==> src/sv/sbs_pkg.sv <==
`timescale 1ns / 1ps
`default_nettype none
// ----------------------------------------------------------------------------
// sbs_pkg: shared types and constants of the shuffle buffer
// Slot geometry, splitmix64 constants, status codes, request/result structs.
// ----------------------------------------------------------------------------
package sbs_pkg;

	localparam int SLOT_DEPTH = 1024;
	localparam int SLOT_AW    = $clog2(SLOT_DEPTH);
	localparam int CAP_W      = 11;
	localparam int ITEM_W     = 64;
	localparam int APB_AW     = 4;
	localparam int APB_DW     = 64;

	localparam logic [CAP_W-1:0] CAP_RESET = 11'd1024;

	localparam logic [63:0] GOLDEN = 64'h9E3779B97F4A7C15;
	localparam logic [63:0] MIX_A  = 64'hBF58476D1CE4E5B9;
	localparam logic [63:0] MIX_B  = 64'h94D049BB133111EB;

	// status codes
	localparam logic [1:0] ST_OK        = 2'd0;
	localparam logic [1:0] ST_CLOSED    = 2'd1;
	localparam logic [1:0] ST_EXHAUSTED = 2'd2;
	localparam logic [1:0] ST_BAD_INDEX = 2'd3;

	// operation codes
	localparam logic OP_OFFER = 1'b0;
	localparam logic OP_DRAIN = 1'b1;

	// register select (paddr bit 3)
	localparam logic REG_CAPACITY = 1'b0;
	localparam logic REG_RNG_BASE = 1'b1;

	typedef struct packed {
		logic               operation;
		logic [ITEM_W-1:0]  item;
		logic [SLOT_AW-1:0] drain_index;
	} req_t;

	typedef struct packed {
		logic [ITEM_W-1:0] out_item;
		logic              out_valid;
		logic [1:0]        status;
		logic [CAP_W-1:0]  fill_level;
		logic [CAP_W-1:0]  peak_fill;
		logic [63:0]       offered_total;
		logic [63:0]       emitted_total;
		logic              is_closed;
	} res_t;

	// draw unit control
	typedef struct packed {
		logic             start;
		logic [CAP_W-1:0] cap;
		logic [63:0]      base;
		logic [63:0]      count;
	} rng_req_t;

	typedef struct packed {
		logic               done;
		logic               ok;
		logic [SLOT_AW-1:0] slot;
		logic [63:0]        count;
	} rng_res_t;

endpackage
`default_nettype wire

==> src/sv/sbs_rng.sv <==
`timescale 1ns / 1ps
`default_nettype none
// ----------------------------------------------------------------------------
// sbs_rng: iterative splitmix64 slot draw
// One shared 32x32 multiplier builds each 64-bit product from partial products; one
// 2-bit-per-cycle divider gives the rejection bound and the final modulo.
// ----------------------------------------------------------------------------
module sbs_rng (
	input  wire logic              clk,
	input  wire logic              arst_n,
	input  wire sbs_pkg::rng_req_t rq,
	output sbs_pkg::rng_res_t      rs
);
	import sbs_pkg::*;

	typedef enum logic [5:0] {
		R_IDLE = 6'b000001,
		R_DIV  = 6'b000010,
		R_CHK  = 6'b000100,
		R_MUL  = 6'b001000,
		R_POST = 6'b010000,
		R_DONE = 6'b100000
	} rstate_t;

	rstate_t          state_q;
	logic [CAP_W-1:0] cap_q, rem_q, r_q;
	logic [63:0]      base_q, cnt_q, a_q, b_q, acc_q, p_q, dvd_q;
	logic [1:0]       k_q, phase_q;
	logic [4:0]       dcnt_q;
	logic             div_mod_q, ok_q;

	// divider: two restoring steps per cycle
	logic [CAP_W:0]   t1, t2;
	logic [CAP_W-1:0] r1, r2, r2p;
	always_comb begin
		t1 = {r_q, dvd_q[63]};
		r1 = (t1 >= {1'b0, cap_q}) ? CAP_W'(t1 - {1'b0, cap_q}) : CAP_W'(t1);
		t2 = {r1, dvd_q[62]};
		r2 = (t2 >= {1'b0, cap_q}) ? CAP_W'(t2 - {1'b0, cap_q}) : CAP_W'(t2);
		r2p = r2 + CAP_W'(1);
	end

	// shared multiplier operand select
	logic [31:0] mx, my;
	always_comb begin
		case (k_q)
			2'd1:    begin mx = a_q[63:32]; my = b_q[31:0];  end
			2'd2:    begin mx = a_q[31:0];  my = b_q[63:32]; end
			default: begin mx = a_q[31:0];  my = b_q[31:0];  end
		endcase
	end

	// post-multiply mixing
	logic [63:0] v0, vfin;
	logic [64:0] vsum;
	always_comb begin
		v0   = base_q + acc_q;
		vfin = acc_q ^ (acc_q >> 31);
		vsum = {1'b0, vfin} + {54'b0, rem_q};
	end

	always_ff @(posedge clk or negedge arst_n) begin
		if (!arst_n) begin
			state_q   <= R_IDLE;
			k_q       <= '0;
			phase_q   <= '0;
			dcnt_q    <= '0;
			div_mod_q <= 1'b0;
			ok_q      <= 1'b0;
		end else begin
			unique case (state_q)
				R_IDLE: begin
					if (rq.start) begin
						cap_q     <= rq.cap;
						base_q    <= rq.base;
						cnt_q     <= rq.count;
						dvd_q     <= '1;
						r_q       <= '0;
						dcnt_q    <= '0;
						div_mod_q <= 1'b0;
						state_q   <= R_DIV;
					end
				end
				R_DIV: begin
					dvd_q  <= dvd_q << 2;
					r_q    <= r2;
					dcnt_q <= dcnt_q + 5'd1;
					if (dcnt_q == 5'd31) begin
						if (div_mod_q) begin
							ok_q    <= 1'b1;
							state_q <= R_DONE;
						end else begin
							// 2^64 mod cap from (2^64-1) mod cap
							rem_q   <= (r2p == cap_q) ? '0 : r2p;
							state_q <= R_CHK;
						end
					end
				end
				R_CHK: begin
					if (cnt_q[63]) begin
						ok_q    <= 1'b0;
						state_q <= R_DONE;
					end else begin
						a_q     <= cnt_q;
						b_q     <= GOLDEN;
						phase_q <= 2'd0;
						k_q     <= 2'd0;
						state_q <= R_MUL;
					end
				end
				R_MUL: begin
					p_q <= mx * my;
					case (k_q)
						2'd1:    acc_q <= p_q;
						2'd2,
						2'd3:    acc_q <= acc_q + {p_q[31:0], 32'b0};
						default: ;
					endcase
					k_q <= k_q + 2'd1;
					if (k_q == 2'd3) begin
						state_q <= R_POST;
					end
				end
				R_POST: begin
					k_q <= 2'd0;
					case (phase_q)
						2'd0: begin
							a_q     <= v0 ^ (v0 >> 30);
							b_q     <= MIX_A;
							phase_q <= 2'd1;
							state_q <= R_MUL;
						end
						2'd1: begin
							a_q     <= acc_q ^ (acc_q >> 27);
							b_q     <= MIX_B;
							phase_q <= 2'd2;
							state_q <= R_MUL;
						end
						default: begin
							cnt_q <= cnt_q + 64'd1;
							// accept when v + rem does not wrap
							if (rem_q == '0 || !vsum[64]) begin
								dvd_q     <= vfin;
								r_q       <= '0;
								dcnt_q    <= '0;
								div_mod_q <= 1'b1;
								state_q   <= R_DIV;
							end else begin
								state_q <= R_CHK;
							end
						end
					endcase
				end
				R_DONE: begin
					state_q <= R_IDLE;
				end
				default: state_q <= R_IDLE;
			endcase
		end
	end

	assign rs.done  = (state_q == R_DONE);
	assign rs.ok    = ok_q;
	assign rs.slot  = r_q[SLOT_AW-1:0];
	assign rs.count = cnt_q;

endmodule
`default_nettype wire

==> config.mk <==
export PLATFORM = sky130hd
export DESIGN_NAME = sbs_rng
export DESIGN_NICKNAME = d
export VERILOG_FILES = /design/src/sv/sbs_pkg.sv /design/src/sv/sbs_rng.sv
export SDC_FILE = /design/constraint.sdc
export NUM_CORES = 2
export LEC_CHECK = 0
export BUFFER_PORTS_ARGS = -buffer_cell sky130_fd_sc_hd__buf_2
export CAP_MARGIN = 10
export CORE_MARGIN = 5
export CORE_UTILIZATION = 60
export CTS_BUF_LIST = sky130_fd_sc_hd__clkbuf_4
export CTS_CLUSTER_SIZE = 30
export DETAILED_ROUTE_END_ITERATION = 7
export PLACE_DENSITY = 0.81
export SYNTH_ARGS = -nofsm -noshare
export SYNTH_HDL_FRONTEND = slang
export SYNTH_SLANG_ARGS = --single-unit
==> constraint.sdc <==
create_clock -name clk -period 8.8 [get_ports clk]
set_input_delay 0.88 -clock clk [delete_from_list [all_inputs] [get_ports clk]]
set_output_delay 0.88 -clock clk [all_outputs]
set_load 0.01 [all_outputs]
==> results_tabular.tex <==
\begin{tabular}{lr}
\hline
Metric & Value \\
\hline
\multicolumn{2}{l}{\textbf{Setup path}} \\
Critical path data required time & around 9400 ps \\
Crit Path Category & register to register \\
CP max stage cell & fa\_1 \\
Kind of end point of the critical path & register \\
Data arrival, critical path & 9340 ps \\
Peak per-stage delay on the critical path & $\sim$640 ps \\
Cell seen most often among critical-path stages & fa\_1 \\
Crit Path Max Fanout & 12 \\
Type of origin of the critical path & register \\
\multicolumn{2}{l}{\textbf{Outcome}} \\
Run status & complete, no violations \\
\multicolumn{2}{l}{\textbf{Global route}} \\
Grt total ovfl & 0 \\
Initial antenna violation count & 9 \\
Tot GR Track Use & 43.65\% \\
Pin count of the biggest net entering global routing & roughly 240 \\
Via count of the first global-routing pass & around 50k \\
Global-route wire length before repair & 330600 µm \\
\multicolumn{2}{l}{\textbf{STA}} \\
Worst hold margin & 135.4 ps \\
Final number of setup-violating endpoints & 0 \\
Setup slack of the critical path after layout & 85.20 ps \\
Pins over their slew limit & 0 \\
Final Hold Violating Endpoints & 0 \\
Worst clock skew on the final layout & 110.1 ps \\
Max-slew headroom at the worst pin & about a fifth \\
Transition time of the tightest slew-check pin & around 1200 ps \\
Setup repair after global routing missed its margin & yes \\
Min cycle time layout & $\sim$8700 ps \\
Share of the clock period used by the worst path after layout & 99.03\% \\
Maximum clock frequency & approximately 110 MHz \\
\multicolumn{2}{l}{\textbf{Synth}} \\
Post-synthesis register bit count & 440 \\
Instance count of the mapped netlist & $\sim$6.2k \\
Part of the Yosys area used for sequential elements & roughly 22\% \\
Post-synth top area share & 30.61\% \\
Net Count, Synth & roughly 7.6k \\
Number of enable-type register cells in the synthesized netlist & roughly 420 \\
Number of warnings reported in the yosys synthesis log & 0 \\
Syn\_area\_per\_cell & 9.502 µm² \\
Asr flop ratio synth & under 10\% \\
Most used DFF post-synth & edfxtp\_1 \\
Post-Syn Area & slightly below 60000 µm² \\
Count of unique library cells instantiated by Yosys & 105 \\
Cells taking the most area after synthesis & fa\_1, edfxtp\_1, ha\_1, inv\_1, nand2\_1 \\
Cell taking the most area after synthesis & fa\_1 \\
\multicolumn{2}{l}{\textbf{Clocking}} \\
\# H-tree levels & 3 \\
TritonCTS Buffers & between 100 and 150 \\
TritonCTS clock tree & done \\
Number of clock sinks & 440 \\
Cell at the root of the clock tree & clkbuf\_4 \\
Clock insertion delay at the later pin of the skew report & 970 ps \\
CTS clock-pin slew for the worst setup and hold paths & approximately 80 ps \\
Clk buf depth & 3 \\
\multicolumn{2}{l}{\textbf{Floorplan}} \\
\# IOs & about 220 \\
Number of placement rows & about 110 \\
Initial core utilization & around three fifths \\
Die height & 323.0 µm \\
Core Region & 96990 µm² \\
Die Footprint & approximately 100000 µm² \\
Width of the die & between 300 and 400 µm \\
\multicolumn{2}{l}{\textbf{Place}} \\
\# port buffers & 217 \\
Final GP Congestion & approximately 1.1 \\
HPWL reported at the end of detailed placement & between 150000 and 200000 µm \\
Cell area after placement & approximately 65000 µm² \\
Worst Setup Slack post-DPL & -317.4 ps \\
\multicolumn{2}{l}{\textbf{Layout}} \\
Filler Cell Count & about 7.6k \\
Share of layout cells above drive strength 1 & around 18\% \\
Final standard cell area without fillers & between 60000 and 70000 µm² \\
Layout Nets & around 8.2k \\
Multi-input gate area & approximately 41000 µm² \\
Post-Route Utilization & between 60 and 70\% \\
Post-synthesis to final-layout area growth & 14.48\% \\
Reg area & about 13000 µm² \\
\multicolumn{2}{l}{\textbf{Worst hold path}} \\
Class of the tightest hold or removal check & input pin to register \\
\multicolumn{2}{l}{\textbf{Drt}} \\
DR vias & 50.64k \\
First-pass iteration count of the detailed router & 6 \\
Post-detailed-route via-to-cell ratio & about 6.2 \\
Number of DRC markers after the initial detailed-route iteration & $\sim$6.7k \\
Remaining DRCs & 0 \\
Antenna violation net count after detailed routing & 0 \\
Post-Route WL & roughly 230000 µm \\
Wire length per cell & $\sim$28 µm \\
\multicolumn{2}{l}{\textbf{Run}} \\
Maximum Capacitance Violations & 0 \\
\hline
\end{tabular}
## cell families after synthesis
group	after synthesis	synth area share, %
flops	440	22.33
mux	54	1.039
xor+xnor	339	5.204
buf+inv	1309	8.534
compound gates	927	10.08
simple gates	1820	13.71
fa+ha+maj	1298	39.11
## layout make-up
| cell class | instances | area share, % |
|---|---|---|
| diodes | 10 | 0.03718 |
| clock buffers | 141 | 1.573 |
| clock inverters | 47 | 0.3569 |
| inverters | 1024 | 5.730 |
| multi-input cells | 4439 | 61.62 |
| flip-flops and latches | 440 | 19.51 |
| well taps | 1276 | 2.372 |
| repair buffers | 787 | 8.804 |
## cell usage in the layout, fill, tap and decap left out, types with 39 or more instances in the layout
| cell type | synthesis | final |
|---|---|---|
| inv_1 | 1018 | 997 |
| fa_1 | 899 | 866 |
| nand2_1 | 789 | 758 |
| buf_4 | 11 | 515 |
| nor2_1 | 520 | 510 |
| edfxtp_1 | 423 | 423 |
| ha_1 | 399 | 383 |
| a21oi_1 | 246 | 232 |
| o21ai_0 | 229 | 224 |
| buf_2 | 5 | 217 |
| xnor2_1 | 199 | 199 |
| clkbuf_4 | 0 | 142 |
| xor2_1 | 133 | 133 |
| a21o_1 | 104 | 103 |
| nor3_1 | 89 | 85 |
| nand3_1 | 81 | 81 |
| and2_1 | 67 | 63 |
| nand4_1 | 53 | 53 |
| a22oi_1 | 48 | 48 |
| a31oi_1 | 46 | 44 |
| clkinv_1 | 6 | 39 |
## registers in the layout, indices dropped and copies added, names as in the netlist
signal,count
a_q,64
acc_q,64
base_q,64
cnt_q,64
dvd_q,64
p_q,64
cap_q,11
r_q,11
rem_q,11
b_q,6
state_q,6
dcnt_q,5
k_q,2
phase_q,2
div_mod_q,1
ok_q,1
## Yosys cell counts, drive strengths merged (31+ instances only)
| master | count |
|---|---|
| inv | 1018 |
| fa | 899 |
| nand2 | 791 |
| nor2 | 522 |
| edfxtp | 423 |
| ha | 399 |
| a21oi | 257 |
| o21ai | 253 |
| clkbuf | 244 |
| xnor2 | 200 |
| xor2 | 133 |
| a21o | 105 |
| nor3 | 90 |
| nand3 | 81 |
| and2 | 69 |
| nand4 | 53 |
| a22oi | 48 |
| a31oi | 47 |
| and3 | 41 |
| buf | 41 |
| nor2b | 36 |
| mux2 | 33 |
| nand2b | 33 |
| o211ai | 31 |
## stage by stage
stage	instances	TNS, ps
6_report	8164	0
4_1_cts	8122	0
3_5_place_dp	7928	-1349
3_3_place_gp	7928	-178.8
2_1_floorplan	6187	0
5_1_grt	8157	-342.8
## timing repair
action / CTS / global route
setup buffers: 4 / 29
setup endpoints to repair: 18 / 23
pin swaps: 7 / 63
hold buffers: 1 / 0
gates resized for setup: 45 / 165
hold endpoints to repair: 16 / 0
gates cloned: 1 / 4
## worst max-delay path, delay by kind of cell (launching register included)
kind                       cells  cell delay (ps)
AOI/OAI and AO/OA              7             1090
muxes                          1              220
and+or+nand+nor                5              920
buffers and inverters          8             1060
DFF                            1              400
adders and majority gates     10             4640
## final timing paths
path	start	to	slack, ps	depth (start not counted)
worst max-delay path	k_q[1]$_DFFE_PN0P_	p_q[62]$_DFFE_PP_	90	31
worst min-delay path	rq[132]	cap_q[4]$_DFFE_PP_	140	1
worst max register to register	k_q[1]$_DFFE_PN0P_	p_q[62]$_DFFE_PP_	90	31
worst min register to register	p_q[34]$_DFFE_PP_	acc_q[34]$_DFFE_PP_	440	2
max in group asynchronous	arst_n	state_q[2]$_DFFE_PN0P_	7820	2
min in group asynchronous	arst_n	ok_q$_DFFE_PN0P_	530	2
## metal layers
metal	up-vias	wire length, µm	track usage [%]
met5	-	287	1.361
met2	3662	94010	61.52
met4	12	15860	23.23
met3	752	33290	15.67
li1	21344	-	-
met1	24874	86790	59.40
Power is not shown: default switching activity piles up to over one toggle a cycle in this logic, so the estimate is an artifact.
